File: src/hdl/gvn_pkg.sv
// Shared types and constants for the grid vertex normal unit.
// No dependencies; the other files except gvn_line_store refer to it by scoped names.
`default_nettype none

package gvn_pkg;

   // Fixed port widths.
   localparam int FIELD_W   = 16;
   localparam int POS_W     = 10;
   localparam int CFG_W     = 11;
   localparam int CSR_IDX_W = 1;

   // Register indexes of the configuration port.
   localparam logic [CSR_IDX_W-1:0] CSR_GRID_WIDTH  = 1'b0;
   localparam logic [CSR_IDX_W-1:0] CSR_GRID_HEIGHT = 1'b1;

   localparam logic [CFG_W-1:0] CFG_RESET  = 11'd1024;
   localparam logic [CFG_W-1:0] MAX_HEIGHT = 11'd1024;

   // Normalization: the largest magnitude is brought into [2^29, 2^30).
   localparam int NORM_W = 30;
   localparam int FRAC_W = 14;
   localparam int Q_W    = 15;
   localparam int LEN_W  = 31;
   localparam int ROOT_W = 63;
   localparam int SQ_W   = 2 * NORM_W;
   localparam int SUMSQ_W = SQ_W + 2;
   localparam int REM_W  = 46;
   localparam logic [Q_W-1:0] Q_ONE = 15'd16384;

   // Result slots of one vertex, in delivery order.
   localparam int SLOT_INTERIOR = 0;
   localparam int SLOT_RIGHT    = 1;
   localparam int SLOT_BOTTOM   = 2;

   typedef enum logic [2:0] {
      ST_IDLE,
      ST_READ,
      ST_SUM,
      ST_NORM,
      ST_EMIT
   } top_state_type;

   typedef enum logic [2:0] {
      NS_IDLE,
      NS_SHIFT,
      NS_SQUARE,
      NS_SUM,
      NS_ROOT,
      NS_LOAD,
      NS_DIVIDE
   } norm_state_type;

   // Status of the Newell accumulator toward the control FSM.
   typedef struct packed {
      logic       done;
      logic       zero;
      logic [2:0] positive;
   } sum_status_type;

endpackage

`default_nettype wire

File: src/hdl/gvn_newell_sum.sv
// Newell sum over a four-corner polygon, one edge per cycle on three multipliers.
// Depends on gvn_pkg.
`default_nettype none

module gvn_newell_sum #(
   parameter int CB = 16,
   parameter int SW = 2 * (CB + 1) + 2
) (
   input  wire logic                     clock,
   input  wire logic                     reset,
   input  wire logic                     start,
   input  wire logic [3:0][3*CB-1:0]     poly,
   output gvn_pkg::sum_status_type       status,
   output logic      [2:0][SW-1:0]       mag
);

   localparam int D = CB + 1;

   logic [3:0][3*CB-1:0]       v_ff;
   logic [2:0]                 cnt_ff;
   logic                       busy_ff;
   logic                       pv_ff;
   logic                       done_ff;
   logic signed [2*D-1:0]      prod_ff [3];
   logic signed [SW-1:0]       acc_ff  [3];

   logic signed [D-1:0] ax, ay, az, bx, by, bz;
   logic signed [D-1:0] dx, dy, dz, sx, sy, sz;

   assign ax = D'($signed(v_ff[0][CB-1:0]));
   assign ay = D'($signed(v_ff[0][2*CB-1:CB]));
   assign az = D'($signed(v_ff[0][3*CB-1:2*CB]));
   assign bx = D'($signed(v_ff[1][CB-1:0]));
   assign by = D'($signed(v_ff[1][2*CB-1:CB]));
   assign bz = D'($signed(v_ff[1][3*CB-1:2*CB]));
   assign dx = ax - bx;
   assign dy = ay - by;
   assign dz = az - bz;
   assign sx = ax + bx;
   assign sy = ay + by;
   assign sz = az + bz;

   always_ff @(posedge clock) begin
      if (reset) begin
         busy_ff <= 1'b0;
         pv_ff   <= 1'b0;
         done_ff <= 1'b0;
         cnt_ff  <= '0;
      end else begin
         done_ff <= 1'b0;
         if (start) begin
            busy_ff <= 1'b1;
            pv_ff   <= 1'b0;
            cnt_ff  <= '0;
         end else if (busy_ff) begin
            pv_ff  <= (cnt_ff < 3'd4);
            cnt_ff <= cnt_ff + 3'd1;
            if (cnt_ff == 3'd4) begin
               busy_ff <= 1'b0;
               done_ff <= 1'b1;
            end
         end
      end
   end

   // The corners rotate so that the current edge always sits in slots 0 and 1.
   always_ff @(posedge clock) begin
      if (start) begin
         v_ff <= poly;
         for (int i = 0; i < 3; i++) begin
            acc_ff[i] <= '0;
         end
      end else if (busy_ff) begin
         v_ff <= {v_ff[0], v_ff[3], v_ff[2], v_ff[1]};
         prod_ff[0] <= dy * sz;
         prod_ff[1] <= dz * sx;
         prod_ff[2] <= dx * sy;
         if (pv_ff) begin
            for (int i = 0; i < 3; i++) begin
               acc_ff[i] <= acc_ff[i] + SW'(prod_ff[i]);
            end
         end
      end
   end

   always_comb begin
      for (int i = 0; i < 3; i++) begin
         mag[i]             = acc_ff[i][SW-1] ? SW'(-acc_ff[i]) : acc_ff[i];
         status.positive[i] = !acc_ff[i][SW-1] && (acc_ff[i] != '0);
      end
      status.zero = (acc_ff[0] == '0) && (acc_ff[1] == '0) && (acc_ff[2] == '0);
      status.done = done_ff;
   end

endmodule

`default_nettype wire

File: config.mk
export PLATFORM = sky130hd
export DESIGN_NAME = gvn_newell_sum
export DESIGN_NICKNAME = d
export VERILOG_FILES = /design/src/hdl/gvn_pkg.sv /design/src/hdl/gvn_newell_sum.sv
export SDC_FILE = /design/constraint.sdc
export NUM_CORES = 2
export LEC_CHECK = 0
export ABC_AREA = 1
export BUFFER_PORTS_ARGS = -buffer_cell sky130_fd_sc_hd__buf_2
export CORE_UTILIZATION = 35
export CTS_CLUSTER_SIZE = 25
export DETAILED_ROUTE_END_ITERATION = 7
export PLACE_DENSITY = 0.48
export SLEW_MARGIN = 20
export SYNTH_ARGS = -nofsm -noshare
export SYNTH_HDL_FRONTEND = slang
export SYNTH_SLANG_ARGS = --single-unit
File: constraint.sdc
create_clock -name clock -period 20.1 [get_ports clock]
set_input_delay 3.015 -clock clock [delete_from_list [all_inputs] [get_ports clock]]
set_output_delay 3.015 -clock clock [all_outputs]
set_load 0.01 [all_outputs]
### Word-level counts from Yosys, hierarchy flattened

Memories as Yosys holds them, arrays and structs flattened.
Index checks and enable logic that the tools add are counted.

| operators by class | value |
|---|---|
| magnitude comparators | 1 |
| muxes and demuxes | 21 |
| reduce and logical (&&, ||, !) cells | 17 |
| eq/ne operators | 1 |
| bitwise logic cells | 4 |
| add/subtract/negate cells | 13 |
| multiply operators | 3 |

Operators with widths:

| kind | number |
|---|---|
| $mux 192 | 2 |
| $mux 36 | 6 |
| $add 36x34->36 | 3 |
| $logic_not 36->1 | 3 |
| $neg 36->36 | 3 |
| $reduce_bool 36->1 | 3 |
| $mul 17x17->34 | 3 |
| $add 16x16->17 | 3 |
| $sub 16x16->17 | 3 |
| $mux 1 | 13 |
| $logic_and 1x1->1 | 5 |
| $add 3x1->3 const B | 1 |
| $eq 3x3->1 const B | 1 |
| $logic_not 1->1 | 3 |
| $lt 3x3->1 const B | 1 |
| $or 1x1->1 | 3 |
| $reduce_or 3->1 | 1 |
| $reduce_bool 2->1 | 1 |
| $reduce_or 2->1 | 1 |
| $not 1->1 | 1 |

| storage, ports and cells | value |
|---|---|
| word-level logic and storage cells | 70 |
| memories kept | 2 |
| flip-flop bits (word level) | 198 |
| RAM bits | 210 |
| output and inout port bits | 113 |

Memories:

| memory | depth | width | read ports | clocked after Yosys merged registers in | write ports | RTL line | RTL |
|---|---|---|---|---|---|---|---|
| acc_ff | 3 | 36 | 3 | 0 | 3 | gvn_newell_sum.sv:25 | `logic signed [SW-1:0] acc_ff [3];` |
| prod_ff | 3 | 34 | 3 | 0 | 3 | gvn_newell_sum.sv:24 | `logic signed [2*D-1:0] prod_ff [3];` |

### Logic depth before layout (Yosys ltp)

| depth | value |
|---|---|
| word-level depth | 5 |
| mapped depth | 40 |
| mapped depth without buffers | 38 |

### Worst setup path after synthesis

No wires, ideal clock.

| timing | value |
|---|---|
| path kind | input-to-reg |
| start | in start |
| end | mem acc_ff[0][80] (netlist name), data pin |
| data required time | 19.954 ns |
| path slack | 11.378 ns |
| data arrival time | 8.576 ns |
| cell stages on the path | 6 |
| cell sequence | nor2_1 > nand2_1 > inv_1 > clkbuf_1 > o21ai_0 > a21oi_1 |

RTL lines:

| what | RTL line | RTL |
|---|---|---|
| start: declaration | gvn_newell_sum.sv:11 | `input wire logic start,` |
| end: declaration | gvn_newell_sum.sv:25 |  |

==> results.py <==
metrics = {
    "grt": {
        "grt-busiest-layer": "met1",
        "use_met1": 0.3414,
        "met3_usage": 0.02573,
        "grt_pass1_vias": 52280,
        "globalRouteMet2Util": 0.3370,
        "grt_first_pass_wirelength_mm": 311.3,
        "grt_antenna_before_repair": 2,
        "pin_count_of_the_biggest_net_entering_global_routing": 105,
        "grt.overflow.total": 0,
        "gr-usage-all-layers": 0.2234,
    },
    "layout": {
        "stdcell_count": 10290,
        "final_net_count": 9466,
        "fraction_of_final_layout_cells_with_drive_strength_greater_than_1": 0.06967,
        "synthToLayoutAreaGrowth_pct": 9.498,
        "fillcell_total": 18530,
        "utilization": 0.3863,
        "final_common_cell": "sky130_fd_sc_hd__nand2_1",
        "finish.instance_area_um2": 68110,
        "mostFrequentLayoutCells": "1,758 x sky130_fd_sc_hd__nand2_1, 1,482 x sky130_fd_sc_hd__inv_1, 924 x sky130_fd_sc_hd__nor2_1",
    },
    "die": {
        "die_outline_area_um2": 179400,
        "initial_utilization": 0.3528,
        "die_w_um": 423.6,
        "rows": 154,
        "pin_count": 308,
        "chipHeight_um": 423.6,
        "design.core.area_um2": 176300,
    },
    "critical_path": {
        "path_max_fanout": 11,
        "critical_path.startpoint_type": "flop",
        "critical_path.reg2reg.startpoint": "az[2]",
        "critPathCaptureType": "flop",
        "crit_path_start": "az[2]",
        "criticalPathCategory": "reg2reg",
        "required_ns": 20.48,
        "arrival_ns": 8.84,
        "reg2reg_setup_slack_ns": 11.64,
    },
    "logic_synthesis": {
        "yosys.area_share.xor_xnor": 0.04144,
        "synth-async-reset-ratio": 0,
        "sequential_element_share_of_the_synthesized_area": 0.1960,
        "yosysWarningCount": 0,
        "syn_inst": 7662,
        "synthDominantCellAreaShare": 0.2890,
        "dominant_combinational_cell_family_by_area_after_synthesis": "adder cells",
        "mapped_cell_area_um2": 62200,
        "ys_dominant_reg_cell": "sky130_fd_sc_hd__edfxtp_1",
        "number_of_enable_flip_flop_cells_after_synthesis": 402,
        "synthAdderAreaFrac": 0.3815,
        "synth_fp_nets": 9215,
        "yosys-top-cells-area": "sky130_fd_sc_hd__fa_1 29%, sky130_fd_sc_hd__edfxtp_1 19%, sky130_fd_sc_hd__nand2_1 11%, sky130_fd_sc_hd__ha_1 9.3%, sky130_fd_sc_hd__inv_1 8.9%",
        "synth_compound_area_frac": 0.08201,
        "synth.ff_latch_count": 408,
        "yosysUniqueCellTypes": 59,
        "mux_cell_area_share_after_synthesis": 0,
        "synth_top_area_cell": "sky130_fd_sc_hd__fa_1",
        "synth_simple_gate_area_share": 0.1937,
        "syn-mean-instance-area_um2": 8.118,
    },
    "place": {
        "postPlaceCellArea_um2": 66410,
        "buffer_ports.inserted": 307,
        "post-dp-hpwl_mm": 167.7,
        "gp_routability_congestion": 0.9387,
        "placed_cell_count": 10200,
    },
    "drt": {
        "via_count_of_the_routed_design": 50740,
        "drtPass1Iterations": 8,
        "viasPerCell": 4.929,
        "drc_violation_count_after_routing": 20,
        "wire_per_inst_um": 19.43,
        "antenna_violation_net_count_after_detailed_routing": 0,
        "route.final.wire_length_mm": 200.0,
        "detailedRoute.firstIterationViolations": 3493,
    },
    "sta": {
        "max_slew_margin": 0.2356,
        "maxClockFrequency_ghz": 0.1182,
        "min_period_over_period": 0.4209,
        "timing.final.max_slew_violations": 0,
        "period_needed_ns": 8.459,
        "setup_repair_after_global_routing_missed_its_margin": "no",
        "tightest_slew_ns": 1.146,
        "fin_skew_ns": 0.03396,
        "hold_viol": 0,
        "setup_tns_ns": 0,
        "finalSetupViolations": 0,
    },
    "flow_run": {
        "max_cap_viol_count": 0,
    },
    "cts": {
        "htreeDepth": 2,
        "clk_path_buf_depth": 3,
        "cts-buffers-inserted": 50,
        "cts_tree": "done",
        "clock_tree.root_cell": "sky130_fd_sc_hd__clkbuf_16",
        "clk_latency_ns": 0.65,
        "cts.sink_count": 408,
        "postCtsHoldBufs": 0,
        "reg_clk_slew_reported_paths_ns": 0.06,
        "cts_setup_buffers": 0,
        "cts-resized-gates": 0,
    },
    "status": {
        "violations": "design-rule violations",
        "outcome": "finished, violations left",
    },
    "min_path": {
        "hold_path_class": "reg2reg",
        "min_from": "v_ff[188]",
    },
}
-- area by class of cell --
| class | instances | area, µm² | share of cell area |
|---|---|---|---|
| clock inverter | 30 | 396.6 | 0.005823 |
| clock buffer | 61 | 1292 | 0.01898 |
| inverter | 1518 | 5703 | 0.08373 |
| timing repair buffer | 372 | 2033 | 0.02985 |
| sequential | 408 | 12190 | 0.1790 |
| tap | 2340 | 2928 | 0.04299 |
| multi-input combinational | 5563 | 43560 | 0.6396 |
| antenna | 1 | 2.502 | 0.00003674 |
-- state kept, by name, summed over array words and instances, names as in the netlist --
signal   flops
ax          16
bx          16
cnt_ff       3
ay          16
prod_ff    102
done_ff      1
pv_ff        1
az          16
by          16
bz          16
acc_ff     108
busy_ff      1
v_ff        96
-- through the flow --
stage | hold slack (ns) | setup WS, ns
after floorplan | 0.4567 | 11.38
after global placement | 0.4750 | 11.67
after detailed placement | 0.4877 | 11.67
after CTS | 0.4825 | 11.66
after global routing | 0.5073 | 11.27
final | 0.4897 | 11.64
-- kinds of logic (layout without fill, tap and decap cells) --
group	Yosys count	count (layout)
compound gates	890	890
xor+xnor	275	275
fa+ha+maj	1358	1358
buf+inv	1691	1981
flops	408	408
other cells	0	1
simple gates	3040	3040
-- worst max-delay path, cell delays in order, from the launching register on --
cell and delay (ns):
sky130_fd_sc_hd__edfxtp_1 0.43, sky130_fd_sc_hd__ha_1 0.48, sky130_fd_sc_hd__nand2_1 0.09, sky130_fd_sc_hd__o21ai_1 0.37, sky130_fd_sc_hd__a21oi_1 0.12, sky130_fd_sc_hd__o21ai_0 0.30, sky130_fd_sc_hd__xor2_2 0.91, sky130_fd_sc_hd__inv_1 0.54
sky130_fd_sc_hd__nor2_1 0.29, sky130_fd_sc_hd__fa_1 0.42, sky130_fd_sc_hd__inv_1 0.10, sky130_fd_sc_hd__fa_1 0.39, sky130_fd_sc_hd__inv_1 0.08, sky130_fd_sc_hd__fa_1 0.43, sky130_fd_sc_hd__fa_1 0.44, sky130_fd_sc_hd__fa_1 0.54
sky130_fd_sc_hd__inv_1 0.06, sky130_fd_sc_hd__fa_1 0.49, sky130_fd_sc_hd__inv_1 0.05, sky130_fd_sc_hd__ha_1 0.38, sky130_fd_sc_hd__a21oi_1 0.25, sky130_fd_sc_hd__o21ai_0 0.19, sky130_fd_sc_hd__a21oi_1 0.28, sky130_fd_sc_hd__nand3_1 0.21
sky130_fd_sc_hd__nand3_1 0.12, sky130_fd_sc_hd__nand2_1 0.07, sky130_fd_sc_hd__xor2_1 0.17
-- metal layers --
metal,wire length (µm),vias up
met5,0,-
met4,3859,0
met3,11390,181
met2,84720,1440
met1,100100,24900
li1,-,24210
-- cell usage after synthesis (10+ instances only) --
cell and count:
sky130_fd_sc_hd__ha_1 460, sky130_fd_sc_hd__a31oi_1 52, sky130_fd_sc_hd__o21bai_1 30, sky130_fd_sc_hd__nor3_1 57, sky130_fd_sc_hd__nor2_1 925, sky130_fd_sc_hd__xor2_2 10, sky130_fd_sc_hd__nand3_1 171, sky130_fd_sc_hd__nor4_1 24
sky130_fd_sc_hd__edfxtp_1 402, sky130_fd_sc_hd__nand2_1 1761, sky130_fd_sc_hd__inv_2 25, sky130_fd_sc_hd__clkbuf_1 85, sky130_fd_sc_hd__nand4_1 55, sky130_fd_sc_hd__xor2_1 176, sky130_fd_sc_hd__buf_4 20, sky130_fd_sc_hd__xnor2_1 84
sky130_fd_sc_hd__or2_2 13, sky130_fd_sc_hd__buf_2 50, sky130_fd_sc_hd__o31ai_1 15, sky130_fd_sc_hd__fa_1 898, sky130_fd_sc_hd__inv_1 1483, sky130_fd_sc_hd__a21oi_1 361, sky130_fd_sc_hd__o21a_1 50, sky130_fd_sc_hd__a21o_1 39
sky130_fd_sc_hd__o21ai_0 282, sky130_fd_sc_hd__nand2_2 10
-- worst paths after layout --
kind | end | cells after the start
max | prod_ff[0][60] | 26
min | v_ff[140] | 2
max reg2reg | prod_ff[0][60] | 26
min reg2reg | v_ff[140] | 2
Power is not shown: default switching activity piles up to over one toggle a cycle in this logic, so the estimate is an artifact.
